--- config.mk ---
export PLATFORM = sky130hd
export DESIGN_NAME = telemetry_poll_responder_unit
export DESIGN_NICKNAME = d
export VERILOG_FILES = /design/src/sv/tpr_pkg.sv /design/src/sv/tpr_ram.sv /design/src/sv/tpr_queue.sv /design/src/sv/tpr_front.sv /design/src/sv/tpr_back.sv /design/src/sv/telemetry_poll_responder_unit.sv
export VERILOG_INCLUDE_DIRS = /design/src /design/src/sv
export SDC_FILE = /design/constraint.sdc
export NUM_CORES = 1
export LEC_CHECK = 0
export BUFFER_PORTS_ARGS = -buffer_cell sky130_fd_sc_hd__clkbuf_2
export CAP_MARGIN = 5
export CELL_PAD_IN_SITES_DETAIL_PLACEMENT = 0
export CELL_PAD_IN_SITES_GLOBAL_PLACEMENT = 1
export CORE_AREA = 4 4 356 358
export CTS_BUF_LIST = sky130_fd_sc_hd__clkbuf_16
export DETAILED_ROUTE_END_ITERATION = 16
export DIE_AREA = 0 0 360 362
export PLACE_DENSITY = 0.56
export SYNTH_ARGS = -nofsm -noshare
export SYNTH_HDL_FRONTEND = slang
export SYNTH_HIERARCHICAL = 1
export SYNTH_SLANG_ARGS = --single-unit
--- constraint.sdc ---
create_clock -name aclk -period 6 [get_ports aclk]
set_input_delay 0.9 -clock aclk [delete_from_list [all_inputs] [get_ports aclk]]
set_output_delay 0.9 -clock aclk [all_outputs]
set_load 0.02 [all_outputs]
--- src/sv/telemetry_poll_responder_unit_macros.svh ---
// Assertion macros for the telemetry poll responder.
// Used by the top level only; relies on aclk and aresetn in scope.
`ifndef TELEMETRY_POLL_RESPONDER_UNIT_MACROS_SVH
`define TELEMETRY_POLL_RESPONDER_UNIT_MACROS_SVH

// check a condition in the same cycle
`define TPR_ASSERT_NOW(label, ante, cons, msg) \
    label: assert property (@(posedge aclk) disable iff (!aresetn) (ante) |-> (cons)) \
        else $error(msg);

// check a condition in the next cycle
`define TPR_ASSERT_NEXT(label, ante, cons, msg) \
    label: assert property (@(posedge aclk) disable iff (!aresetn) (ante) |=> (cons)) \
        else $error(msg);

`endif

--- src/sv/tpr_pkg.sv ---
// Shared types and constants of the telemetry poll responder.
// No dependencies; imported by every module of the block but tpr_ram.
package tpr_pkg;

    localparam int MAX_ENTRIES = 16;
    localparam int IDX_W       = (MAX_ENTRIES > 1) ? $clog2(MAX_ENTRIES) : 1;
    localparam int CNT_W       = $clog2(MAX_ENTRIES + 1);
    localparam int CMP_W       = (CNT_W > 5) ? CNT_W : 5;
    localparam int QUEUE_DEPTH = 4;
    localparam int QPTR_W      = $clog2(QUEUE_DEPTH);
    localparam int QLVL_W      = $clog2(QUEUE_DEPTH + 1);
    localparam int FRAME_W     = 48;

    localparam logic [7:0] SYNC_BYTE       = 8'h7E;
    localparam logic [7:0] ESC_BYTE        = 8'h7D;
    localparam logic [7:0] ESC_XOR         = 8'h20;
    localparam logic [7:0] FRAME_HEAD      = 8'h10;
    localparam logic [7:0] SENSOR_ID_RESET = 8'h1B;

    localparam logic       REQ_RX_BYTE = 1'b0;
    localparam logic       REQ_UPDATE  = 1'b1;

    localparam logic       CFG_SENSOR_ID   = 1'b0;
    localparam logic       CFG_ENTRY_COUNT = 1'b1;

    localparam logic [2:0] POS_HEAD  = 3'd0;
    localparam logic [2:0] POS_ID_LO = 3'd1;
    localparam logic [2:0] POS_ID_HI = 3'd2;
    localparam logic [2:0] POS_VAL0  = 3'd3;
    localparam logic [2:0] POS_VAL1  = 3'd4;
    localparam logic [2:0] POS_VAL2  = 3'd5;
    localparam logic [2:0] POS_VAL3  = 3'd6;
    localparam logic [2:0] POS_CHECK = 3'd7;

    typedef struct packed {
        logic        req_type;
        logic [7:0]  rx_byte;
        logic [3:0]  entry_index;
        logic [15:0] data_id;
        logic [31:0] data_value;
    } tpr_in_t;

    typedef struct packed {
        logic [7:0] tx_byte;
        logic       last_byte;
    } tpr_out_t;

    typedef struct packed {
        logic [15:0] data_id;
        logic [31:0] data_value;
    } tpr_frame_t;

    typedef struct packed {
        logic [QLVL_W-1:0] level;
        logic              empty;
        logic              full;
    } tpr_q_stat_t;

endpackage

--- src/sv/tpr_ram.sv ---
// Generic single-write, single-read RAM with registered read data.
// No dependencies.
module tpr_ram #(
    parameter int WIDTH = 8,
    parameter int DEPTH = 16
) (
    input  logic                                      aclk,
    input  logic                                      we,
    input  logic [((DEPTH > 1) ? $clog2(DEPTH) : 1)-1:0] waddr,
    input  logic [WIDTH-1:0]                          wdata,
    input  logic [((DEPTH > 1) ? $clog2(DEPTH) : 1)-1:0] raddr,
    output logic [WIDTH-1:0]                          rdata
);
    logic [WIDTH-1:0] mem_reg [DEPTH];
    logic [WIDTH-1:0] rdata_reg;

    always_ff @(posedge aclk) begin
        if (we) begin
            mem_reg[waddr] <= wdata;
        end
        rdata_reg <= mem_reg[raddr];
    end

    assign rdata = rdata_reg;
endmodule

--- src/sv/tpr_queue.sv ---
// Short frame queue between the front and back parts.
// Depends on tpr_pkg for the frame type and queue depth.
module tpr_queue (
    input  logic                aclk,
    input  logic                aresetn,
    input  logic                push,
    input  tpr_pkg::tpr_frame_t push_data,
    input  logic                pop,
    output tpr_pkg::tpr_frame_t pop_data,
    output tpr_pkg::tpr_q_stat_t stat
);
    import tpr_pkg::*;

    tpr_frame_t        slot_reg [QUEUE_DEPTH];
    logic [QPTR_W-1:0] wptr_reg;
    logic [QPTR_W-1:0] rptr_reg;
    logic [QLVL_W-1:0] level_reg;
    logic              do_push;
    logic              do_pop;

    assign do_push = push && (level_reg != QLVL_W'(QUEUE_DEPTH));
    assign do_pop  = pop && (level_reg != '0);

    always_ff @(posedge aclk) begin
        if (!aresetn) begin
            wptr_reg  <= '0;
            rptr_reg  <= '0;
            level_reg <= '0;
        end else begin
            if (do_push) begin
                wptr_reg <= (wptr_reg == QPTR_W'(QUEUE_DEPTH - 1)) ? '0 : wptr_reg + 1'b1;
            end
            if (do_pop) begin
                rptr_reg <= (rptr_reg == QPTR_W'(QUEUE_DEPTH - 1)) ? '0 : rptr_reg + 1'b1;
            end
            case ({do_push, do_pop})
                2'b10:   level_reg <= level_reg + 1'b1;
                2'b01:   level_reg <= level_reg - 1'b1;
                default: level_reg <= level_reg;
            endcase
        end
    end

    always_ff @(posedge aclk) begin
        if (do_push) begin
            slot_reg[wptr_reg] <= push_data;
        end
    end

    assign pop_data   = slot_reg[rptr_reg];
    assign stat.level = level_reg;
    assign stat.empty = (level_reg == '0);
    assign stat.full  = (level_reg == QLVL_W'(QUEUE_DEPTH));
endmodule

--- src/sv/tpr_front.sv ---
// Front part: configuration, sensor table, poll detection and entry selection.
// Depends on tpr_pkg and tpr_ram; feeds frames into tpr_queue.
module tpr_front (
    input  logic                 aclk,
    input  logic                 aresetn,
    input  logic                 s_valid,
    output logic                 s_ready,
    input  tpr_pkg::tpr_in_t     s_data,
    input  logic                 cfg_valid,
    output logic                 cfg_ready,
    input  logic                 cfg_index,
    input  logic [7:0]           cfg_data,
    input  tpr_pkg::tpr_q_stat_t q_stat,
    output logic                 q_push,
    output tpr_pkg::tpr_frame_t  q_data
);
    import tpr_pkg::*;

    logic [7:0]             sensor_id_reg;
    logic [4:0]             entry_count_reg;
    logic [7:0]             prev_rx_reg;
    logic [IDX_W-1:0]       cur_entry_reg;
    logic [MAX_ENTRIES-1:0] written_reg;
    logic                   pend_reg;
    logic                   pend_written_reg;

    logic                   s_acc;
    logic [CMP_W-1:0]       count_c;
    logic [CMP_W-1:0]       sel_ext;
    logic [CMP_W-1:0]       nxt_ext;
    logic [CMP_W-1:0]       ei_ext;
    logic [IDX_W-1:0]       sel_idx;
    logic [IDX_W-1:0]       cur_next;
    logic [IDX_W-1:0]       wr_idx;
    logic                   is_poll;
    logic                   is_upd;
    logic [FRAME_W-1:0]     rd_data;

    assign cfg_ready = 1'b1;
    assign s_acc     = s_valid && s_ready;
    assign s_ready   = ((QLVL_W + 1)'(q_stat.level) + (QLVL_W + 1)'(pend_reg))
                       < (QLVL_W + 1)'(QUEUE_DEPTH);

    always_comb begin
        count_c = (CMP_W'(entry_count_reg) > CMP_W'(MAX_ENTRIES)) ?
                  CMP_W'(MAX_ENTRIES) : CMP_W'(entry_count_reg);
        sel_ext = (CMP_W'(cur_entry_reg) >= count_c) ? '0 : CMP_W'(cur_entry_reg);
        sel_idx = sel_ext[IDX_W-1:0];
        nxt_ext = sel_ext + 1'b1;
        cur_next = (nxt_ext >= count_c) ? '0 : nxt_ext[IDX_W-1:0];
        ei_ext  = CMP_W'(s_data.entry_index);
        wr_idx  = ei_ext[IDX_W-1:0];
        is_poll = s_acc && (s_data.req_type == REQ_RX_BYTE) && (prev_rx_reg == SYNC_BYTE)
                  && (s_data.rx_byte == sensor_id_reg) && (count_c != '0);
        is_upd  = s_acc && (s_data.req_type == REQ_UPDATE)
                  && (ei_ext < CMP_W'(MAX_ENTRIES));
    end

    always_ff @(posedge aclk) begin
        if (!aresetn) begin
            sensor_id_reg    <= SENSOR_ID_RESET;
            entry_count_reg  <= '0;
            prev_rx_reg      <= '0;
            cur_entry_reg    <= '0;
            written_reg      <= '0;
            pend_reg         <= 1'b0;
            pend_written_reg <= 1'b0;
        end else begin
            if (cfg_valid && cfg_ready) begin
                case (cfg_index)
                    CFG_SENSOR_ID:   sensor_id_reg   <= cfg_data;
                    CFG_ENTRY_COUNT: entry_count_reg <= cfg_data[4:0];
                    default:         sensor_id_reg   <= sensor_id_reg;
                endcase
            end
            if (s_acc && (s_data.req_type == REQ_RX_BYTE)) begin
                prev_rx_reg <= s_data.rx_byte;
            end
            if (is_poll) begin
                cur_entry_reg    <= cur_next;
                pend_written_reg <= written_reg[sel_idx];
            end
            if (is_upd) begin
                written_reg[wr_idx] <= 1'b1;
            end
            pend_reg <= is_poll;
        end
    end

    tpr_ram #(
        .WIDTH(FRAME_W),
        .DEPTH(MAX_ENTRIES)
    ) u_table (
        .aclk (aclk),
        .we   (is_upd),
        .waddr(wr_idx),
        .wdata({s_data.data_id, s_data.data_value}),
        .raddr(sel_idx),
        .rdata(rd_data)
    );

    assign q_push = pend_reg;
    assign q_data = pend_written_reg ? tpr_frame_t'(rd_data) : '0;
endmodule

--- src/sv/tpr_back.sv ---
// Back part: frame serializer with checksum, byte stuffing and output register.
// Depends on tpr_pkg; draws frames from tpr_queue.
module tpr_back (
    input  logic                 aclk,
    input  logic                 aresetn,
    input  tpr_pkg::tpr_q_stat_t q_stat,
    input  tpr_pkg::tpr_frame_t  q_data,
    output logic                 q_pop,
    output logic                 m_valid,
    input  logic                 m_ready,
    output tpr_pkg::tpr_out_t    m_data,
    output logic                 busy
);
    import tpr_pkg::*;

    logic       busy_reg, busy_next;
    tpr_frame_t frame_reg, frame_next;
    logic [2:0] pos_reg, pos_next;
    logic       esc_reg, esc_next;
    logic [7:0] sum_reg, sum_next;
    logic       m_valid_reg, m_valid_next;
    tpr_out_t   m_data_reg, m_data_next;

    logic       out_free;
    logic [7:0] raw;
    logic [8:0] sum_add;
    logic       advance;

    always_comb begin
        case (pos_reg)
            POS_HEAD:  raw = FRAME_HEAD;
            POS_ID_LO: raw = frame_reg.data_id[7:0];
            POS_ID_HI: raw = frame_reg.data_id[15:8];
            POS_VAL0:  raw = frame_reg.data_value[7:0];
            POS_VAL1:  raw = frame_reg.data_value[15:8];
            POS_VAL2:  raw = frame_reg.data_value[23:16];
            POS_VAL3:  raw = frame_reg.data_value[31:24];
            POS_CHECK: raw = ~sum_reg;
            default:   raw = FRAME_HEAD;
        endcase
    end

    always_comb begin
        out_free     = !m_valid_reg || m_ready;
        busy_next    = busy_reg;
        frame_next   = frame_reg;
        pos_next     = pos_reg;
        esc_next     = esc_reg;
        sum_next     = sum_reg;
        m_valid_next = m_valid_reg && !m_ready;
        m_data_next  = m_data_reg;
        advance      = 1'b0;
        q_pop        = 1'b0;
        sum_add      = {1'b0, sum_reg} + {1'b0, raw};

        if (busy_reg && out_free) begin
            m_valid_next = 1'b1;
            if (esc_reg) begin
                m_data_next.tx_byte   = raw ^ ESC_XOR;
                m_data_next.last_byte = (pos_reg == POS_CHECK);
                esc_next              = 1'b0;
                advance               = 1'b1;
            end else if ((pos_reg != POS_HEAD) && ((raw == SYNC_BYTE) || (raw == ESC_BYTE))) begin
                m_data_next.tx_byte   = ESC_BYTE;
                m_data_next.last_byte = 1'b0;
                esc_next              = 1'b1;
            end else begin
                m_data_next.tx_byte   = raw;
                m_data_next.last_byte = (pos_reg == POS_CHECK);
                advance               = 1'b1;
            end
        end

        if (advance) begin
            pos_next = pos_reg + 1'b1;
            if (pos_reg == POS_HEAD) begin
                sum_next = FRAME_HEAD;
            end else if (pos_reg == POS_CHECK) begin
                busy_next = 1'b0;
            end else begin
                sum_next = sum_add[7:0] + {7'd0, sum_add[8]};
            end
        end

        if (!busy_reg && !q_stat.empty) begin
            q_pop      = 1'b1;
            busy_next  = 1'b1;
            frame_next = q_data;
            pos_next   = POS_HEAD;
            esc_next   = 1'b0;
        end
    end

    always_ff @(posedge aclk) begin
        if (!aresetn) begin
            busy_reg    <= 1'b0;
            esc_reg     <= 1'b0;
            pos_reg     <= POS_HEAD;
            m_valid_reg <= 1'b0;
        end else begin
            busy_reg    <= busy_next;
            esc_reg     <= esc_next;
            pos_reg     <= pos_next;
            m_valid_reg <= m_valid_next;
        end
        frame_reg  <= frame_next;
        sum_reg    <= sum_next;
        m_data_reg <= m_data_next;
    end

    assign m_valid = m_valid_reg;
    assign m_data  = m_data_reg;
    assign busy    = busy_reg;
endmodule

--- src/sv/telemetry_poll_responder_unit.sv ---
// Top level of the telemetry poll responder: front, frame queue and back.
// Depends on tpr_pkg, tpr_front, tpr_queue, tpr_back and the macros header.
//
//  channel | direction | handshake            | payload
//  s_      | in        | s_valid / s_ready    | tpr_in_t (bus byte or table update)
//  m_      | out       | m_valid / m_ready    | tpr_out_t (stuffed byte, last flag)
//  cfg_    | in        | cfg_valid / cfg_ready| cfg_index, cfg_data
//
// Input transactions are taken one per cycle while the four-frame queue has room.
// A poll frame leaves at one byte per cycle while m_ready is high, 8 to 15 bytes;
// the back part starts the next frame after the last byte and sets the sustained rate.
// Reset is synchronous, active low, and clears the table valid bits at once.
// A stalled m_ready holds the output register; the queue absorbs further polls.
`include "telemetry_poll_responder_unit_macros.svh"

module telemetry_poll_responder_unit (
    input  logic              aclk,
    input  logic              aresetn,
    input  logic              s_valid,
    output logic              s_ready,
    input  tpr_pkg::tpr_in_t  s_data,
    output logic              m_valid,
    input  logic              m_ready,
    output tpr_pkg::tpr_out_t m_data,
    input  logic              cfg_valid,
    output logic              cfg_ready,
    input  logic              cfg_index,
    input  logic [7:0]        cfg_data
);
    import tpr_pkg::*;

    tpr_q_stat_t q_stat;
    tpr_frame_t  q_push_data;
    tpr_frame_t  q_pop_data;
    logic        q_push;
    logic        q_pop;
    logic        back_busy;

    tpr_front u_front (
        .aclk     (aclk),
        .aresetn  (aresetn),
        .s_valid  (s_valid),
        .s_ready  (s_ready),
        .s_data   (s_data),
        .cfg_valid(cfg_valid),
        .cfg_ready(cfg_ready),
        .cfg_index(cfg_index),
        .cfg_data (cfg_data),
        .q_stat   (q_stat),
        .q_push   (q_push),
        .q_data   (q_push_data)
    );

    tpr_queue u_queue (
        .aclk     (aclk),
        .aresetn  (aresetn),
        .push     (q_push),
        .push_data(q_push_data),
        .pop      (q_pop),
        .pop_data (q_pop_data),
        .stat     (q_stat)
    );

    tpr_back u_back (
        .aclk    (aclk),
        .aresetn (aresetn),
        .q_stat  (q_stat),
        .q_data  (q_pop_data),
        .q_pop   (q_pop),
        .m_valid (m_valid),
        .m_ready (m_ready),
        .m_data  (m_data),
        .busy    (back_busy)
    );

    `TPR_ASSERT_NOW(a_no_overflow, q_push, !q_stat.full, "frame queue overflow")
    `TPR_ASSERT_NOW(a_stall_has_backlog, !s_ready, q_stat.level != '0, "stall without backlog")
    `TPR_ASSERT_NEXT(a_pop_starts_frame, q_pop, back_busy, "popped frame not started")
endmodule

=== Yosys cells after proc, flatten, opt, wreduce, memory -nomap -nowiden ===
Memory sizes are Yosys's and may differ from the RTL's. A register that Yosys moved wholly into a read port is not among the register bits.
Index checks and enable logic that the tools add are counted.

* Flip-flop bits (word level): 73
* Bits in latches: 0
* RAM bits: 960
* Memory bits (read-only): 0
* Input bits: 75
* Output and inout port bits: 12
* Word-level logic and storage cells: 121
* Memories kept: 2

* $add $sub $neg: 9
* $mul: 0
* Div/mod/pow operators: 0
* Order comparisons: 7
* Equal/unequal tests: 18
* Shift operators: 0
* Mux-type cells: 30
* Bitwise gates (word level): 6
* Reduce and logical (&&, ||, !) cells: 32

{| class="wikitable"
|+ Memory list
! memory !! depth !! bits a word !! rd ports !! clocked after memory_dff !! wr ports !! RTL line !! RTL
|-
| u_front.u_table.mem_reg || 16 || 48 || 1 || 1 || 1 || tpr_ram.sv:14 || <nowiki>logic [WIDTH-1:0] mem_reg [DEPTH];</nowiki>
|-
| u_queue.slot_reg || 4 || 48 || 1 || 1 || 1 || tpr_queue.sv:14 || <nowiki>tpr_frame_t slot_reg [QUEUE_DEPTH];</nowiki>
|}

{| class="wikitable"
|+ Operators by type and width
! kind !! number
|-
| one-hot mux 8 bit (8 select lines) || 1
|-
| two-way mux 48 bit || 1
|-
| == test 8 x 7 -> 1 bit (second input constant) || 3
|-
| two-way mux 9 bit || 2
|-
| two-way mux 1 bit || 17
|-
| bitwise OR 16 bit || 1
|-
| logical AND 1 bit || 13
|-
| == test 3 bit (second input constant) || 4
|-
| < comparator 4 x 5 -> 1 bit (second input constant) || 2
|-
| adder 8 x 8 -> 9 bit || 1
|-
| adder 8 x 1 -> 8 bit || 1
|-
| == test 8 bit || 1
|-
| two-way mux 4 bit || 2
|-
| two-way mux 8 bit || 1
|-
| inverter 8 bit || 1
|-
| adder 3 x 1 -> 3 bit (second input constant) || 2
|-
| == test 2 bit (second input constant) || 3
|-
| == test 3 x 2 -> 1 bit (second input constant) || 2
|-
| zero test 3 bit || 2
|-
| one-hot mux 3 bit (2 select lines) || 1
|-
| AND reduction 2 bit || 3
|-
| nonzero test 2 bit || 3
|-
| nonzero test 3 bit || 2
|-
| adder 5 x 1 -> 5 bit (second input constant) || 1
|-
| other kinds (22) || 32
|}

=== Logic depth before layout (Yosys ltp) ===
Gate-level depths: netlist of the first run.

* Depth in word-level cells: 10
* Mapped depth: 21
* Mapped depth without buffers: 20

=== Modules after synthesis ===
Netlist of the first run, hierarchy kept.

{| class="wikitable"
|+ Modules (own cells, without submodules)
! module !! instances !! cells each !! area an instance (um^2) !! sequential area each (um^2)
|-
| tpr_ram || 1 || 1242 || 29694.7 || 24023.0
|-
| tpr_queue || 1 || 306 || 7405.9 || 5945.7
|-
| tpr_back || 1 || 262 || 3458.3 || 2072.0
|-
| tpr_front || 1 || 304 || 2451.1 || 860.8
|}

=== Least setup slack after synthesis of the first run ===
OpenSTA, ideal clock, no wires.

* Kind: input to register
* From: input port s_data[60] (netlist name)
* To: memory u_front/u_table/mem_reg[0][0] (netlist name) (enable)
* Setup time: 513 ps
* Arrival: 4946 ps
* Data required time: 5487 ps
* Slack: 540 ps
* Stages: 4
* Path buffers: 0
* Path through: nand3_1 inv_1 or3b_2 nor3_1

* Word-level cells in the longest chain between the ends: 3

{| class="wikitable"
|+ Ends and longest elaborated chain
! element !! RTL line !! RTL
|-
| start, declared || telemetry_poll_responder_unit.sv:21 || <nowiki>input tpr_pkg::tpr_in_t s_data,</nowiki>
|-
| logical AND 1 bit || tpr_front.sv:55 || <nowiki>is_upd = s_acc && (s_data.req_type == REQ_UPDATE)</nowiki>
|-
| via u_front.is_upd || tpr_front.sv:36 || <nowiki>logic is_upd;</nowiki>
|-
| two-way mux 1 bit || tpr_ram.sv:18 || <nowiki>if (we) begin</nowiki>
|-
| two-way mux 1 bit (implied by the code) || tpr_ram.sv:19 || <nowiki>mem_reg[waddr] <= wdata;</nowiki>
|-
| end, declared || tpr_ram.sv:14 ||
|}

The timed path passes the listed nets, and every way through them passes these cells.

=== Worst setup path after layout of the first run ===
* From: register u_back.pos_reg[2]
* To: register u_back.sum_reg[4] (data pin)

* Word-level cells in the longest chain between the ends: 5
* Elaborated cells on any way between the ends: 12

{| class="wikitable"
|+ Ends and longest elaborated chain
! element !! RTL line !! RTL
|-
| start, declared || tpr_back.sv:18 || <nowiki>logic [2:0] pos_reg, pos_next;</nowiki>
|-
| start signal, assigned || tpr_back.sv:103 || <nowiki>pos_reg <= pos_next;</nowiki>
|-
| == test 3 bit (tied with other cells) || tpr_back.sv:30 || <nowiki>case (pos_reg)</nowiki>
|-
| one-hot mux 8 bit (8 select lines) || tpr_back.sv:30 ||
|-
| adder 8 x 8 -> 9 bit || tpr_back.sv:54 || <nowiki>sum_add = {1'b0, sum_reg} + {1'b0, raw};</nowiki>
|-
| adder 8 x 1 -> 8 bit || tpr_back.sv:81 || <nowiki>sum_next = sum_add[7:0] + {7'd0, sum_add[8]};</nowiki>
|-
| two-way mux 8 bit || tpr_back.sv:78 || <nowiki>end else if (pos_reg == POS_CHECK) begin</nowiki>
|-
| end signal, assigned || tpr_back.sv:107 || <nowiki>sum_reg <= sum_next;</nowiki>
|-
| end, declared || tpr_back.sv:20 || <nowiki>logic [7:0] sum_reg, sum_next;</nowiki>
|}

Several ways; a longest one is shown, not always the timed one. The select of a mux whose other input is x is not followed.
A chain may end at the register's enable or synchronous reset.

==> run metrics, run 1 <==
Post-synth ARST share 0%; Synth Area in Adders 1.05%; dpl cell area 0.0456 sq mm; first-pass GRT wire length 149 mm; Tot GR Track Use 15.4%; Synth Cell Area 0.0430 sq mm; Hold Startpoint cfg_data[7]; post-cts sizing count 0; Distinct cells, synth 78; register area share after synthesis 76.5%; flop-to-flop setup slack 1.19 ns; r2r startpoint u_back/pos_reg[2]; Non-Filler Instances 4,016; met2 usage 25.7%; worst slew pin tran 1.16 ns; worst r2r dst u_back/sum_reg[4]; Sw Share 20.2%; Worst slew margin 22.7%; Synth Area in Simple Gates 3.81%; Sequential Power Share 54.7%; CTS Buffer Depth 3; final setup fails 0; Peak VDD IR 0.243 mV; largest family of logic cells by synthesized area multiplexers; multiplexer area fraction after synthesis 13.1%; DIE WIDTH 360 microns; Syn-to-layout area delta 14.7%; Post-synth top cells 1,025 x edfxtp_1, 241 x mux4_2, 109 x nand2_1, 106 x dfxtp_1, 102 x a22oi_1; routed vias/inst 5.13; synthesis-stage register bit count 1,131; detailed-route DRC error count 0; drt first pass iters 7; die area 0.130 sq mm; total wire length 101 mm; Top FF cell, synth edfxtp_1; Worst Setup End Kind flip-flop; DRT iter0 DRCs 1,686; Initial Utilization 34.9%; top post-synthesis cells by area edfxtp_1 72%, mux4_2 13%, dfxtp_1 4.9%, a22oi_1 1.8%, ha_1 0.96%; max cap viols 0; Cell Rows 129; cts bufs inserted 118; Post-CTS Setup Inserts 0; Final Max Tran Viols 0; Int Pwr 0.0126 W; HP Class primary input to flip-flop; CP Class flip-flop to flip-flop; fmax 208 MHz; power share of the clock group 44.0%; yosys warns 6; CP Max Fanout 22; post-synthesis compound-gate area fraction 3.47%; most common cell in the netlist edfxtp_1; crit path launch type flip-flop; xor and xnor area share after synthesis 0.489%; hpwl dp 57.0 mm; arrival time at the worst endpoint 5.23 ns; port bufs 85; initial antenna violation count 14; Core Footprint 0.123 sq mm; Period Utilization, post-route 80.2%; status completed; layout cell share with drive strength beyond 1 25.5%; Pwr Density 319 mW/mm^2; CTS Root Cell clkbuf_16; total grt overflow 0; number of flip-flops in the largest register 768; final net count 2,384; Worst EP required 6.42 ns; RSZ-0062 raised after global routing false; fin area 0.0493 sq mm; Hold Path End u_front/sensor_id_reg[7]; Yosys top cell area share 71.6%; TNS Setup 0 ns; syn_nets 2,224; Fin. Hold Viols 0; M3 GR Usage 2.98%; CTS clk-pin slew, worst paths 0.06 ns; I/O Pins 87; vias in the first global route 21,700; Reg2Reg Depth 18; Vias 20,600; die height 362 microns; clock skew 0.0550 ns; CTS hold repair buffers 0; hold depth 3; clk sinks 1,131; Power Total 0.0157 W; antenna-violating nets left 0; WL per Instance 25.0 microns; fin crit period 4.81 ns; largest net degree at the start of global routing 99; clk_lat worst skew 0.72 ns; Pleak 15.1 nW; combinational fraction of design power 1.3%; met1 usage 21.1%; P_sw 0.00318 W; CTS tree built; htree depth 3; Post-synth EDFFs 1,025; cell taking the most area after synthesis edfxtp_1; dpl cells 3,791; Syn Inst Count 2,114; GRT busiest layer met2; Fillers 11,000; Post-Syn Area per Cell 20.3 sq um; Final GP Congestion 0.751
[worst max-delay path by stage]
stage,slack (ns),cells past startpoint,startpoint,to
after floorplan,0.54,4,s_data[60],u_front/u_table/mem_reg[0][0]
after global placement,1.23,18,u_back/pos_reg[2],u_back/sum_reg[4]
after detailed placement,1.21,18,u_back/pos_reg[2],u_back/sum_reg[4]
after CTS,1.20,18,u_back/pos_reg[2],u_back/sum_reg[4]
after global routing,0.78,18,u_back/pos_reg[2],u_back/sum_reg[4]
final,1.19,18,u_back/pos_reg[2],u_back/sum_reg[4]
[cells in the final DEF, fill, tap and decap left out, types with 34 or more instances in the layout]
cell type and n:
edfxtp_1 1025, dfxtp_1 103, and2_1 54, clkinv_1 34, a21oi_1 34, mux4_2 241, nand2_1 109, clkbuf_16 119
inv_1 47, clkbuf_2 85, buf_4 47, a22oi_1 102, nor2_1 44
[layout make-up]
cell class                      instances  area (sq um)  share of cell area (%)
Clock buffer                          119          2980                    6.04
Multi-Input combinational cell        854          9600                    19.5
Timing Repair Buffer                  139           918                    1.86
Clock inverter                        102           759                    1.54
Antenna cell                            4          10.0                  0.0203
Sequential cell                      1131         32900                    66.7
Inverter                               30           113                   0.228
Tap cell                             1637          2050                    4.15
[layer usage]
| layer | vias to the layer above | part of all wire (%) |
|---|---|---|
| li1 | 8971 | - |
| met1 | 11000 | 44 |
| met2 | 485 | 49 |
| met3 | 149 | 5.5 |
| met4 | 10 | 1.9 |
| met5 | - | 0.065 |
[power groups by stage]
stage	Clock, W	Sequential [W]	Combinational, W
2_1_floorplan	0	0.00878	0.0000689
3_3_place_gp	0	0.00878	0.000194
3_5_place_dp	0	0.00878	0.000205
4_1_cts	0.00712	0.00861	0.000205
5_1_grt	0.00749	0.00861	0.000223
6_report	0.00692	0.00862	0.000199
[worst max-delay path: stages, from the launching register on]
cell	delay [ns]
dfxtp_1	0.83
inv_1	0.29
ha_1	0.42
nand2_1	0.12
nand4_1	0.14
a311oi_4	0.46
fa_1	0.29
nor2b_1	0.06
o21ai_1	0.24
a21oi_1	0.11
a311oi_1	0.48
nand2b_1	0.11
a21o_1	0.20
ha_1	0.21
ha_1	0.20
nand2_1	0.11
nor2_1	0.06
xnor2_1	0.14
nand2_1	0.06
[kinds of logic after synthesis]
kind of cell	count (synthesis)
other	1
XOR/XNOR	24
AO/OA/AOI/OAI	203
adder cells (fa/ha/maj)	35
AND/OR/NAND/NOR	329
multiplexers	262
buffers and inverters	129
flip-flops	1131
[through the flow]
| stage | hold slack (ns) | util [%] | setup slack, ns |
|---|---|---|---|
| after floorplan | 0.429 | - | 0.540 |
| after global placement | 0.446 | 37.0 | 1.23 |
| after detailed placement | 0.454 | 37.0 | 1.21 |
| after CTS | 0.395 | 40.0 | 1.20 |
| after global routing | 0.421 | 40.0 | 0.778 |
| final | 0.452 | 40.0 | 1.19 |
Note: power is estimated with default switching activity, not from simulation.
==> inputs of run 2 (changes only) <==
- PLACE_DENSITY: 0.56 -> 0.58
- clock period: 6 -> 4.2 ns (I/O delays scaled with it)
==> run metrics, run 2 (synthesis gave the netlist of run 1 again) <==
WL per Instance 24.3 microns; Vias 20,500; fin crit period 4.00 ns; DRT iter0 DRCs 1,586; flop-to-flop setup slack 0.20 ns; Sw Share 19.5%; cts bufs inserted 116; hold depth 3; vias in the first global route 21,800; final setup fails 0; largest net degree at the start of global routing 103; Cell Rows 129; I/O Pins 87; initial antenna violation count 13; fin area 0.0501 sq mm; first-pass GRT wire length 146 mm; routed vias/inst 5.07; die height 362 microns; number of flip-flops in the largest register 768; Pwr Density 455 mW/mm^2; P_sw 0.00445 W; most frequent cells in the layout 1,025 x edfxtp_1, 241 x mux4_2, 121 x clkbuf_16, 109 x nand2_1; CTS Root Cell clkbuf_16; CTS hold repair buffers 0; antenna-violating nets left 0; detailed-route DRC error count 0; Final GP Congestion 0.790; hpwl dp 56.6 mm; PnR worst setup slack 0.198 ns; Worst EP required 4.62 ns; port bufs 85; Tot GR Track Use 15.0%; max cap viols 0; die area 0.130 sq mm; CP Max Fanout 7; fmax 250 MHz; Sequential Power Share 54.0%; commonest non-fill, non-tap cell in the layout edfxtp_1; Hold Path End u_front/sensor_id_reg[5]; Hold Startpoint cfg_data[5]; Reg2Reg Depth 18; dpl cell area 0.0462 sq mm; final net count 2,408; Fillers 11,000; Final Max Tran Viols 0; CTS tree built; pre-CTS setup slack 0.0777 ns; total grt overflow 0; CTS clk-pin slew, worst paths 0.06 ns; Period Utilization, post-route 95.3%; Core Footprint 0.123 sq mm; Fin. Hold Viols 0; drt first pass iters 6; layout cell share with drive strength beyond 1 26.2%; Post-CTS Setup Inserts 0; CTS Buffer Depth 3; crit path launch type flip-flop; htree depth 3; r2r startpoint u_back/pos_reg[1]; worst slew pin tran 1.18 ns; status completed; HP Class primary input to flip-flop; Peak VDD IR 0.353 mV; worst r2r dst u_back/sum_reg[4]; Worst Setup End Kind flip-flop; Int Pwr 0.0184 W; arrival time at the worst endpoint 4.43 ns; Syn-to-layout area delta 16.6%; hold slack 0.190 ns; clk sinks 1,131; combinational fraction of design power 1.3%; clock skew 0.0316 ns; Worst slew margin 20.8%; power share of the clock group 44.7%; DIE WIDTH 360 microns; Pleak 15.4 nW; clk_lat worst skew 0.69 ns; Initial Utilization 34.9%; total wire length 98.4 mm; CP Class flip-flop to flip-flop
run 2: area by class of cell:
cell class | instances | area (sq um) | share of cell area [%]
flip-flops and latches | 1131 | 32900 | 65.6
multi-input cells | 854 | 9660 | 19.3
clock buffers | 121 | 3030 | 6.04
well taps | 1637 | 2050 | 4.09
repair buffers | 165 | 1540 | 3.07
clock inverters | 101 | 826 | 1.65
inverters | 30 | 113 | 0.225
diodes | 4 | 10.0 | 0.0200
run 2: timing repair:
| item | in CTS | in global routing |
|---|---|---|
| setup endpoints to repair | 0 | 6 |
| hold endpoints to repair | 0 | 0 |
| resized for setup | 0 | 8 |
run 2: metal layers:
layer | GRT usage [%] | routed length (microns)
met3 | 2.89 | 5090
met2 | 25.1 | 48600
met4 | 3.79 | 1830
met1 | 20.3 | 42800
met5 | 0 | 73
run 2: worst max path at each step:
stage               depth (start not counted)                 start                       endpoint
floorplan                                   5  u_queue/level_reg[0]  u_front/u_table/mem_reg[1][0]
global placement                           18     u_back/pos_reg[0]              u_back/sum_reg[7]
detailed placement                         18     u_back/pos_reg[0]              u_back/sum_reg[4]
CTS                                        18     u_back/pos_reg[0]              u_back/sum_reg[4]
global route                               18     u_back/pos_reg[1]              u_back/sum_reg[4]
finish                                     18     u_back/pos_reg[1]              u_back/sum_reg[4]
run 2: critical path, cell delays in order (launching register included):
cell	delay, ns
dfxtp_1	0.40
inv_1	0.08
ha_1	0.29
a221oi_1	0.37
a31oi_1	0.14
or2_2	0.33
ha_1	0.33
nor2b_1	0.16
o21ai_2	0.17
a21oi_1	0.11
a311oi_2	0.28
nand2b_1	0.08
a21o_1	0.19
ha_1	0.21
ha_1	0.21
nand2_1	0.11
nor2_1	0.06
xnor2_1	0.16
nand2_1	0.06
run 2: power by group through the flow:
| stage | sequential, W | clock, W | combinational, W |
|---|---|---|---|
| after global routing | 0.0123 | 0.0110 | 0.000329 |
| after CTS | 0.0123 | 0.0105 | 0.000302 |
| final | 0.0123 | 0.0102 | 0.000296 |
| after floorplan | 0.0125 | 0 | 0.0000987 |
| after global placement | 0.0125 | 0 | 0.000284 |
| after detailed placement | 0.0125 | 0 | 0.000301 |
run 2: stage by stage:
stage               util [%]  setup TNS (ns)  total power [W]  instances
finish                  40.7               0           0.0228       4043
global route            40.6         -0.0369           0.0236       4039
CTS                     40.6               0           0.0231       4039
detailed placement      37.5               0           0.0128       3817
global placement        37.5               0           0.0128       3817
floorplan                  -               0           0.0126       2114
